File: src/dlecs_pkg.sv
// Shared types and constants for the DLE character stuffer.
// No dependencies; compiled first.
`default_nettype none

package dlecs_pkg;

    localparam logic [7:0] CH_D        = 8'h44;
    localparam logic [7:0] CH_L        = 8'h4C;
    localparam logic [7:0] CH_E        = 8'h45;
    localparam logic [7:0] CH_LOWER_A  = 8'h61;
    localparam logic [7:0] CH_LOWER_Z  = 8'h7A;
    localparam logic [7:0] CASE_OFFSET = 8'd32;

    localparam int SEQ_LEN = 6;
    localparam logic [2:0] SEQ_LAST = 3'(SEQ_LEN - 1);

    localparam logic [7:0] HDR_SEQ [0:SEQ_LEN-1] = '{8'h44, 8'h4C, 8'h45, 8'h53, 8'h54, 8'h58};
    localparam logic [7:0] ESC_SEQ [0:SEQ_LEN-1] = '{8'h44, 8'h4C, 8'h45, 8'h44, 8'h4C, 8'h45};
    localparam logic [7:0] TRL_SEQ [0:SEQ_LEN-1] = '{8'h44, 8'h4C, 8'h45, 8'h45, 8'h54, 8'h58};
    localparam logic [7:0] HELD_SEQ [0:1]        = '{8'h44, 8'h4C};

    // Held prefix of "DLE"; the value doubles as the number of held bytes.
    localparam logic [1:0] MP_NONE = 2'd0;
    localparam logic [1:0] MP_D    = 2'd1;
    localparam logic [1:0] MP_DL   = 2'd2;

    // Output segments of one item, in emission order.
    localparam logic [2:0] SEG_HDR  = 3'd0;
    localparam logic [2:0] SEG_PRE  = 3'd1;
    localparam logic [2:0] SEG_BODY = 3'd2;
    localparam logic [2:0] SEG_POST = 3'd3;
    localparam logic [2:0] SEG_TRL  = 3'd4;
    localparam int NUM_SEG = 5;

    localparam int QUEUE_DEPTH = 4;

    typedef enum logic [1:0] {
        BODY_NONE = 2'd0,
        BODY_BYTE = 2'd1,
        BODY_ESC  = 2'd2
    } t_body;

    // One classified item: which bursts the back end has to send.
    typedef struct packed {
        logic       hdr;
        logic [1:0] pre;
        t_body      body;
        logic [7:0] data;
        logic [1:0] post;
        logic       trl;
    } t_cmd;

endpackage

`default_nettype wire

File: src/dlecs_in_if.sv
// Input channel of the DLE character stuffer: one raw message byte per item.
// No dependencies.
`default_nettype none

interface dlecs_in_if;
    logic       valid;
    logic       ready;
    logic [7:0] in_byte;
    logic       end_of_message;

    modport source (output valid, output in_byte, output end_of_message, input ready);
    modport sink   (input valid, input in_byte, input end_of_message, output ready);
endinterface

`default_nettype wire

File: src/dlecs_out_if.sv
// Output channel of the DLE character stuffer: one frame byte per item.
// No dependencies.
`default_nettype none

interface dlecs_out_if;
    logic       valid;
    logic       ready;
    logic [7:0] out_byte;
    logic       run_last;
    logic       frame_done;

    modport source (output valid, output out_byte, output run_last, output frame_done,
                    input ready);
    modport sink   (input valid, input out_byte, input run_last, input frame_done,
                    output ready);
endinterface

`default_nettype wire

File: src/dle_character_stuffer.sv
// DLE-STX/DLE-ETX character stuffer. Each input item is one message byte; the
// output sends the stuffed frame one byte per item, with run_last on the final
// byte caused by an input item and frame_done on the closing 'X' of the trailer.
// Lowercase letters are sent as uppercase and each "DLE" is sent twice. A byte
// that extends a partial "DLE" match produces no output until the match resolves.
// The front end takes one input item per cycle whenever the command queue
// (Q_DEPTH entries) has room; the back end sends one output byte per cycle while
// the output is ready, so an item produces 0 to 13 output bytes (typically 1),
// and the input stalls whenever the queue is full, as when header, escape and
// trailer bursts or output backpressure keep the back end behind.
// Accepted items pass through the queue and then the back end's output register.
`default_nettype none

module dle_character_stuffer #(
    parameter int Q_DEPTH = dlecs_pkg::QUEUE_DEPTH
) (
    input  wire logic   i_clk,
    input  wire logic   i_rst_n,
    dlecs_in_if.sink    i_in,
    dlecs_out_if.source o_out
);
    import dlecs_pkg::*;

    t_cmd front_cmd;
    t_cmd head_cmd;
    logic push;
    logic pop;
    logic q_full;
    logic q_valid;

    dlecs_front u_front (
        .i_clk    (i_clk),
        .i_rst_n  (i_rst_n),
        .i_in     (i_in),
        .i_q_full (q_full),
        .o_push   (push),
        .o_cmd    (front_cmd)
    );

    dlecs_queue #(
        .DEPTH (Q_DEPTH)
    ) u_queue (
        .i_clk   (i_clk),
        .i_rst_n (i_rst_n),
        .i_push  (push),
        .i_cmd   (front_cmd),
        .i_pop   (pop),
        .o_cmd   (head_cmd),
        .o_valid (q_valid),
        .o_full  (q_full)
    );

    dlecs_back u_back (
        .i_clk       (i_clk),
        .i_rst_n     (i_rst_n),
        .i_cmd       (head_cmd),
        .i_cmd_valid (q_valid),
        .o_pop       (pop),
        .o_out       (o_out)
    );

endmodule

`default_nettype wire

File: src/dlecs_front.sv
// Front end: accepts input bytes, tracks header and DLE match state,
// and turns each byte into a command for the queue. Uses dlecs_pkg, dlecs_in_if.
`default_nettype none

module dlecs_front (
    input  wire logic          i_clk,
    input  wire logic          i_rst_n,
    dlecs_in_if.sink           i_in,
    input  wire logic          i_q_full,
    output logic               o_push,
    output dlecs_pkg::t_cmd    o_cmd
);
    import dlecs_pkg::*;

    logic [1:0] r_mp;
    logic       r_hdr_sent;
    logic [1:0] n_mp;
    logic       n_hdr_sent;
    logic [1:0] mp;
    logic [7:0] b_up;
    logic [1:0] mp_mid;
    logic       accept;
    t_cmd       cmd;

    assign i_in.ready = !i_q_full;
    assign accept     = i_in.valid && !i_q_full;

    always_comb begin
        mp   = (r_mp == MP_D || r_mp == MP_DL) ? r_mp : MP_NONE;
        b_up = (i_in.in_byte inside {[CH_LOWER_A:CH_LOWER_Z]}) ?
               i_in.in_byte - CASE_OFFSET : i_in.in_byte;

        cmd      = '0;
        cmd.hdr  = !r_hdr_sent;
        cmd.data = b_up;

        if (mp == MP_D && b_up == CH_L) begin
            cmd.body = BODY_NONE;
            mp_mid   = MP_DL;
        end else if (mp == MP_DL && b_up == CH_E) begin
            cmd.body = BODY_ESC;
            mp_mid   = MP_NONE;
        end else begin
            // broken match: held bytes go out plain, byte judged afresh
            cmd.pre = mp;
            if (b_up == CH_D) begin
                cmd.body = BODY_NONE;
                mp_mid   = MP_D;
            end else begin
                cmd.body = BODY_BYTE;
                mp_mid   = MP_NONE;
            end
        end

        if (i_in.end_of_message) begin
            cmd.post   = mp_mid;
            cmd.trl    = 1'b1;
            n_mp       = MP_NONE;
            n_hdr_sent = 1'b0;
        end else begin
            n_mp       = mp_mid;
            n_hdr_sent = 1'b1;
        end
    end

    // an item that only holds bytes yields nothing to send
    assign o_push = accept && (cmd.hdr || cmd.pre != 2'd0 || cmd.body != BODY_NONE ||
                               cmd.post != 2'd0 || cmd.trl);
    assign o_cmd  = cmd;

    always_ff @(posedge i_clk) begin
        if (!i_rst_n) begin
            r_mp       <= MP_NONE;
            r_hdr_sent <= 1'b0;
        end else if (accept) begin
            r_mp       <= n_mp;
            r_hdr_sent <= n_hdr_sent;
        end
    end

endmodule

`default_nettype wire

File: src/dlecs_queue.sv
// Small command queue between front and back end.
// Uses dlecs_pkg for the command type.
`default_nettype none

module dlecs_queue #(
    parameter int DEPTH = dlecs_pkg::QUEUE_DEPTH
) (
    input  wire logic              i_clk,
    input  wire logic              i_rst_n,
    input  wire logic              i_push,
    input  wire dlecs_pkg::t_cmd   i_cmd,
    input  wire logic              i_pop,
    output dlecs_pkg::t_cmd        o_cmd,
    output logic                   o_valid,
    output logic                   o_full
);
    import dlecs_pkg::*;

    localparam int PW = (DEPTH > 1) ? $clog2(DEPTH) : 1;
    localparam int CW = $clog2(DEPTH + 1);
    localparam logic [PW-1:0] PTR_LAST = PW'(DEPTH - 1);
    localparam logic [CW-1:0] CNT_FULL = CW'(DEPTH);

    t_cmd          r_mem [0:DEPTH-1];
    logic [PW-1:0] r_wr_ptr;
    logic [PW-1:0] r_rd_ptr;
    logic [CW-1:0] r_count;

    assign o_cmd   = r_mem[r_rd_ptr];
    assign o_valid = (r_count != '0);
    assign o_full  = (r_count == CNT_FULL);

    always_ff @(posedge i_clk) begin
        if (i_push) begin
            r_mem[r_wr_ptr] <= i_cmd;
        end
    end

    always_ff @(posedge i_clk) begin
        if (!i_rst_n) begin
            r_wr_ptr <= '0;
            r_rd_ptr <= '0;
            r_count  <= '0;
        end else begin
            if (i_push) begin
                r_wr_ptr <= (r_wr_ptr == PTR_LAST) ? '0 : r_wr_ptr + PW'(1);
            end
            if (i_pop) begin
                r_rd_ptr <= (r_rd_ptr == PTR_LAST) ? '0 : r_rd_ptr + PW'(1);
            end
            if (i_push && !i_pop) begin
                r_count <= r_count + CW'(1);
            end else if (!i_push && i_pop) begin
                r_count <= r_count - CW'(1);
            end
        end
    end

`ifndef SYNTHESIS
    a_no_overflow: assert property (@(posedge i_clk) disable iff (!i_rst_n)
        i_push |-> !o_full) else $error("queue push while full");

    a_no_underflow: assert property (@(posedge i_clk) disable iff (!i_rst_n)
        i_pop |-> o_valid) else $error("queue pop while empty");

    a_count_up: assert property (@(posedge i_clk) disable iff (!i_rst_n)
        (i_push && !i_pop) |=> r_count == $past(r_count) + CW'(1))
        else $error("queue count did not advance");
`endif

endmodule

`default_nettype wire

File: src/dlecs_back.sv
// Back end: walks the queued command's segments and, unless the output stalls,
// sends one frame byte per cycle via an output register. Uses dlecs_pkg, dlecs_out_if.
`default_nettype none

module dlecs_back (
    input  wire logic              i_clk,
    input  wire logic              i_rst_n,
    input  wire dlecs_pkg::t_cmd   i_cmd,
    input  wire logic              i_cmd_valid,
    output logic                   o_pop,
    dlecs_out_if.source            o_out
);
    import dlecs_pkg::*;

    logic       r_valid;
    logic [7:0] r_byte;
    logic       r_run_last;
    logic       r_frame_done;
    logic       r_fresh;
    logic [2:0] r_seg;
    logic [2:0] r_idx;

    logic [2:0] cur_seg;
    logic [2:0] cur_idx;
    logic [3:0] first_find;
    logic [3:0] next_find;
    logic [2:0] cur_len;
    logic       more_in_seg;
    logic       cmd_done;
    logic       fire;
    logic [7:0] n_byte;
    logic       n_frame_done;

    function automatic logic [2:0] seg_len(t_cmd c, logic [2:0] seg);
        logic [2:0] len;
        len = 3'd0;
        case (seg)
            SEG_HDR:  len = c.hdr ? SEQ_LAST + 3'd1 : 3'd0;
            SEG_PRE:  len = {1'b0, c.pre};
            SEG_BODY: begin
                case (c.body)
                    BODY_BYTE: len = 3'd1;
                    BODY_ESC:  len = SEQ_LAST + 3'd1;
                    default:   len = 3'd0;
                endcase
            end
            SEG_POST: len = {1'b0, c.post};
            SEG_TRL:  len = c.trl ? SEQ_LAST + 3'd1 : 3'd0;
            default:  len = 3'd0;
        endcase
        return len;
    endfunction

    // lowest non-empty segment at or after 'from': {found, segment}
    function automatic logic [3:0] seg_find(t_cmd c, logic [3:0] from);
        logic [3:0] res;
        res = '0;
        for (int s = NUM_SEG - 1; s >= 0; s--) begin
            if (4'(s) >= from && seg_len(c, 3'(s)) != 3'd0) begin
                res = {1'b1, 3'(s)};
            end
        end
        return res;
    endfunction

    always_comb begin
        first_find  = seg_find(i_cmd, 4'd0);
        cur_seg     = r_fresh ? first_find[2:0] : r_seg;
        cur_idx     = r_fresh ? 3'd0 : r_idx;
        cur_len     = seg_len(i_cmd, cur_seg);
        next_find   = seg_find(i_cmd, {1'b0, cur_seg} + 4'd1);
        more_in_seg = (cur_idx + 3'd1) < cur_len;
        cmd_done    = !more_in_seg && !next_find[3];

        case (cur_seg)
            SEG_HDR:  n_byte = HDR_SEQ[cur_idx];
            SEG_PRE:  n_byte = HELD_SEQ[cur_idx[0]];
            SEG_BODY: n_byte = (i_cmd.body == BODY_ESC) ? ESC_SEQ[cur_idx] : i_cmd.data;
            SEG_POST: n_byte = HELD_SEQ[cur_idx[0]];
            SEG_TRL:  n_byte = TRL_SEQ[cur_idx];
            default:  n_byte = i_cmd.data;
        endcase
        n_frame_done = (cur_seg == SEG_TRL) && (cur_idx == SEQ_LAST);
    end

    assign fire  = i_cmd_valid && (!r_valid || o_out.ready);
    assign o_pop = fire && cmd_done;

    assign o_out.valid      = r_valid;
    assign o_out.out_byte   = r_byte;
    assign o_out.run_last   = r_run_last;
    assign o_out.frame_done = r_frame_done;

    always_ff @(posedge i_clk) begin
        if (!i_rst_n) begin
            r_valid <= 1'b0;
            r_fresh <= 1'b1;
            r_seg   <= SEG_HDR;
            r_idx   <= 3'd0;
        end else begin
            if (fire) begin
                r_valid <= 1'b1;
                if (cmd_done) begin
                    r_fresh <= 1'b1;
                end else begin
                    r_fresh <= 1'b0;
                    if (more_in_seg) begin
                        r_seg <= cur_seg;
                        r_idx <= cur_idx + 3'd1;
                    end else begin
                        r_seg <= next_find[2:0];
                        r_idx <= 3'd0;
                    end
                end
            end else if (o_out.ready) begin
                r_valid <= 1'b0;
            end
        end
    end

    always_ff @(posedge i_clk) begin
        if (fire) begin
            r_byte       <= n_byte;
            r_run_last   <= cmd_done;
            r_frame_done <= n_frame_done;
        end
    end

`ifndef SYNTHESIS
    a_done_is_last: assert property (@(posedge i_clk) disable iff (!i_rst_n)
        r_valid && r_frame_done |-> r_run_last)
        else $error("frame end not marked as last byte of its item");

    a_pop_on_send: assert property (@(posedge i_clk) disable iff (!i_rst_n)
        o_pop |-> fire) else $error("command retired without sending a byte");

    a_burst_starts_dle: assert property (@(posedge i_clk) disable iff (!i_rst_n)
        fire && cur_idx == 3'd0 && (cur_seg == SEG_HDR || cur_seg == SEG_TRL)
        |=> r_byte == CH_D) else $error("header or trailer does not open with DLE");
`endif

endmodule

`default_nettype wire

File: src/flat_wrapper.sv
// flat-port wrapper written by rule: the top's interface ports become plain ports
module dle_character_stuffer_flat import dlecs_pkg::*;
#(
    parameter int Q_DEPTH = dlecs_pkg::QUEUE_DEPTH
)
  (i_clk, i_rst_n, i_in_valid, i_in_in_byte, i_in_end_of_message, i_in_ready, o_out_valid, o_out_out_byte, o_out_run_last, o_out_frame_done, o_out_ready);
  dlecs_in_if i_in_i ();
  dlecs_out_if o_out_i ();
  input  wire logic i_clk;
  input  wire logic i_rst_n;
  input wire logic [$bits(i_in_i.valid)-1:0] i_in_valid;
  input wire logic [$bits(i_in_i.in_byte)-1:0] i_in_in_byte;
  input wire logic [$bits(i_in_i.end_of_message)-1:0] i_in_end_of_message;
  output wire logic [$bits(i_in_i.ready)-1:0] i_in_ready;
  output wire logic [$bits(o_out_i.valid)-1:0] o_out_valid;
  output wire logic [$bits(o_out_i.out_byte)-1:0] o_out_out_byte;
  output wire logic [$bits(o_out_i.run_last)-1:0] o_out_run_last;
  output wire logic [$bits(o_out_i.frame_done)-1:0] o_out_frame_done;
  input wire logic [$bits(o_out_i.ready)-1:0] o_out_ready;
  assign i_in_i.valid = i_in_valid;
  assign i_in_i.in_byte = i_in_in_byte;
  assign i_in_i.end_of_message = i_in_end_of_message;
  assign i_in_ready = i_in_i.ready;
  assign o_out_valid = o_out_i.valid;
  assign o_out_out_byte = o_out_i.out_byte;
  assign o_out_run_last = o_out_i.run_last;
  assign o_out_frame_done = o_out_i.frame_done;
  assign o_out_i.ready = o_out_ready;
  dle_character_stuffer #(.Q_DEPTH(Q_DEPTH)) u_core (.i_clk(i_clk), .i_rst_n(i_rst_n), .i_in(i_in_i), .o_out(o_out_i));
endmodule
File: config.mk
export PLATFORM = sky130hd
export DESIGN_NAME = dle_character_stuffer_flat
export DESIGN_NICKNAME = d
export VERILOG_FILES = /design/src/dlecs_pkg.sv /design/src/dlecs_in_if.sv /design/src/dlecs_out_if.sv /design/src/dle_character_stuffer.sv /design/src/dlecs_front.sv /design/src/dlecs_queue.sv /design/src/dlecs_back.sv /design/src/flat_wrapper.sv
export SDC_FILE = /design/constraint.sdc
export NUM_CORES = 1
export LEC_CHECK = 0
export ABC_CLOCK_PERIOD_IN_PS = 6150
export BUFFER_PORTS_ARGS = -buffer_cell sky130_fd_sc_hd__buf_2
export CAP_MARGIN = 20
export CORE_ASPECT_RATIO = 1.25
export CORE_UTILIZATION = 61
export CTS_CLUSTER_DIAMETER = 50
export DETAILED_ROUTE_END_ITERATION = 10
export PLACE_DENSITY = 0.88
export SYNTH_ARGS = -nofsm -noshare
export SYNTH_HDL_FRONTEND = slang
export SYNTH_HIERARCHICAL = 1
export SYNTH_SLANG_ARGS = --single-unit
File: constraint.sdc
create_clock -name i_clk -period 6.15 [get_ports i_clk]
set_input_delay 0.9225 -clock i_clk [delete_from_list [all_inputs] [get_ports i_clk]]
set_output_delay 0.9225 -clock i_clk [all_outputs]
set_load 0.01 [all_outputs]
==> flow_metrics.env <==
export IMPL_cts_max_path_buffers=2
export IMPL_io_pins=25
export IMPL_drtIter0Drc=195
export IMPL_num_antenna_cells=0
export IMPL_via_per_inst=6.086
export IMPL_cts_sinks=94
export IMPL_track_usage_pct=22.35
export IMPL_tns_ns=0
export IMPL_p_per_area_mw_per_mm2=393.8
export IMPL_die_height_um=99.95
export IMPL_dr_pass1_iters=4
export IMPL_status="complete, no violations"
export IMPL_critical_path_startpoint_type="register"
export IMPL_maxCapViolCount=0
export IMPL_synth_fp_nets=383
export IMPL_htree_num_levels=3
export IMPL_ys_flop_type="edfxtp_1"
export IMPL_synth_seq_area_share_pct=56.01
export IMPL_async_reset_ff_share_pct=0
export IMPL_cts_buffers=9
export IMPL_hold_violations=0
export IMPL_dr_wl_met2_um=4287
export IMPL_syn_cell_area_mm2=0.004682
export IMPL_synth_edf_count=74
export IMPL_crit_path_end_kind="register"
export IMPL_skew_ns=0.009943
export IMPL_grt_max_degree=19
export IMPL_wl_met1_um=3371
export IMPL_drcViolationCount=0
export IMPL_vias=2836
export IMPL_nNetsFinal=407
export IMPL_finalWirelength_um=8187
export IMPL_gp_congestion=0.9209
export IMPL_slew_viol_final=0
export IMPL_synth_seq_cells=94
export IMPL_drtAntennaViolNets=0
export IMPL_wl_per_cell_um=17.57
export IMPL_post_cts_setup_buffers=0
export IMPL_arrival_ns=5.97
export IMPL_dp_hpwl_um=6011
export IMPL_yosysUniqueCellTypes=70
export IMPL_cts_hold_buf=0
export IMPL_clock_root_buffer="clkbuf_8"
export IMPL_start_util_pct=63.26
export IMPL_ys_warnings_count=6
export IMPL_grt_overflow_total=0
export IMPL_vdd_drop_max_uv=211.8
export IMPL_area_growth_pct=7.162
export IMPL_utilization_pct=67.79
export IMPL_grt_pass1_vias=2755
export IMPL_crit_type="reg -> reg"
export IMPL_rsz0062_at_grt="false"
export IMPL_p_leak_nw=1.901
export IMPL_cts_tree="done"
export IMPL_max_slew_margin_pct=25.05
export IMPL_coreArea_mm2=0.007401
export IMPL_port_buffers=24
export IMPL_dieArea_mm2=0.008032
export IMPL_grt_pass1_wl_um=13200
export IMPL_die_x_um=80.36
export IMPL_final_layout_size_suffix_gt1_share_pct=19.25
export IMPL_finalCritPeriodShare_pct=92.31
export IMPL_core_rowCount=35
export IMPL_syn_area_per_cell_um2=13.57
export IMPL_mostFrequentLayoutCells="edfxtp_1 (74), inv_1 (26), buf_2 (24), ha_1 (24), dfxtp_1 (19)"
export IMPL_clk_pin_slew_ns=0.09
export IMPL_layout_commonest_cell="edfxtp_1"
export IMPL_antenna_found_initial=0
export IMPL_cp_required_ns=6.44
export IMPL_setup_viol=0
export IMPL_tightestPinTransition_ns=1.096
export IMPL_wl_met3_um=375
export IMPL_cp_max_fo=10
export IMPL_dr_max_layer_used="met4"
export IMPL_min_period_ns=5.677
export IMPL_insertion_delay_ns=0.36
export IMPL_max_freq_mhz=176.1
export IMPL_synthCells=345
export IMPL_hp_class="reg -> reg"
[critical path, stage by stage, from the launching register on]
cell       delay (ns)
dfxtp_1          0.54
buf_4            0.27
mux4_2           0.37
nor2_1           0.32
a2111oi_1        0.14
a21oi_1          0.31
ha_1             0.39
nor2b_1          0.30
a22oi_1          0.15
and3_1           0.18
ha_1             0.29
nor3b_1          0.15
a221oi_1         0.35
nor2b_1          0.15
o21ai_4          0.24
nor2_1           0.13
inv_1            0.10
ha_1             0.19
inv_1            0.07
fa_1             0.37
xor2_1           0.15
or3_1            0.31
a21boi_0         0.16
[per-stage QoR]
stage / setup slack (ns) / hold WS [ns] / instances / total power [mW] / cell area, um2
CTS: 0.1902 / 0.4906 / 466 / 1.983 / 5009
floorplan: 0.8742 / 0.4472 / 345 / 1.433 / 4682
finish: 0.4730 / 0.4908 / 466 / 1.976 / 5017
detailed placement: 0.2068 / 0.4749 / 450 / 1.602 / 4818
global route: 0.004789 / 0.5253 / 466 / 2.097 / 5017
global placement: 0.4727 / 0.4649 / 450 / 1.582 / 4818
[worst paths after layout]
path / from / end / slack, ns / depth (start not counted)
hold reg to reg: u_core/u_back/r_idx[1] / u_core/u_back/r_idx[1] / 0.49 / 2
setup / recovery: register / u_core/u_queue/r_count[2] / 0.47 / 22
setup reg to reg: register / u_core/u_queue/r_count[2] / 0.47 / 22
hold / removal: u_core/u_back/r_idx[1] / u_core/u_back/r_idx[1] / 0.49 / 2
[metal layers]
layer,vias up,track usage (%)
met3,13,4.545
met1,1381,27.28
met2,81,38.59
met4,0,8.791
li1,1361,-
met5,-,0
[repair_timing]
| item | in CTS | in global routing |
|---|---|---|
| setup endpoints to repair | 0 | 2 |
| hold endpoints to repair | 0 | 0 |
| gates resized for setup | 0 | 4 |
[synthesized netlist by cell type, drive strengths merged, types with 4 or more instances]
| cell | n | share of area [%] |
|---|---|---|
| a21oi | 13 | 1.5 |
| o21ai | 13 | 1.6 |
| nand3 | 11 | 1.2 |
| mux4 | 16 | 8.2 |
| nand2 | 19 | 1.6 |
| mux2i | 5 | 1.1 |
| edfxtp | 74 | 47 |
| buf | 14 | 2.6 |
| and3 | 6 | 0.80 |
| nor2 | 13 | 1.0 |
| and2 | 7 | 0.94 |
| a31oi | 4 | 0.86 |
| nor2b | 11 | 1.5 |
| nor3 | 4 | 0.43 |
| inv | 27 | 2.2 |
| nand2b | 8 | 1.2 |
| dfxtp | 20 | 8.6 |
| ha | 24 | 6.4 |
[logic make-up (layout without fill, tap and decap cells)]
logic type	after synthesis	after routing	synth area share, %
adder cells (fa/ha/maj)	25	25	6.841
multiplexers	22	22	9.567
buffers and inverters	42	71	4.837
flip-flops	94	94	56.01
AND/OR/NAND/NOR	95	95	11.60
XOR/XNOR	3	3	0.5613
AO/OA/AOI/OAI	64	64	10.58
[state kept, by name, indices dropped and copies added (netlist names), named ones only]
register,count
u_core/u_front/r_hdr_sent,1
u_core/u_queue/r_rd_ptr,2
u_core/u_back/o_out.valid,1
u_core/u_back/o_out.out_byte,8
u_core/u_back/o_out.run_last,1
u_core/u_queue/r_wr_ptr,2
u_core/u_queue/r_mem,64
u_core/u_back/r_fresh,1
u_core/u_back/r_seg,3
u_core/u_front/r_mp,2
u_core/u_queue/r_count,3
u_core/u_back/o_out.frame_done,1
u_core/u_back/r_idx,3
[report_power, final]
group	switching, mW	internal [mW]	leakage, nW	total [mW]
logic	0.425	0.293	0.956	0.718
clock network	0.224	0.156	0.0949	0.380
registers	0.0534	0.824	0.850	0.878
[cell type report]
type / count / area (um2)
timing repair buffer: 27 / 142.6
sequential: 94 / 2626
clock buffer: 9 / 123.9
tap: 92 / 115.1
multi-input combinational: 209 / 1838
fill: 495 / 2384
inverter: 28 / 105.1
clock inverter: 7 / 66.31
Power figures use the tool's default switching activity.
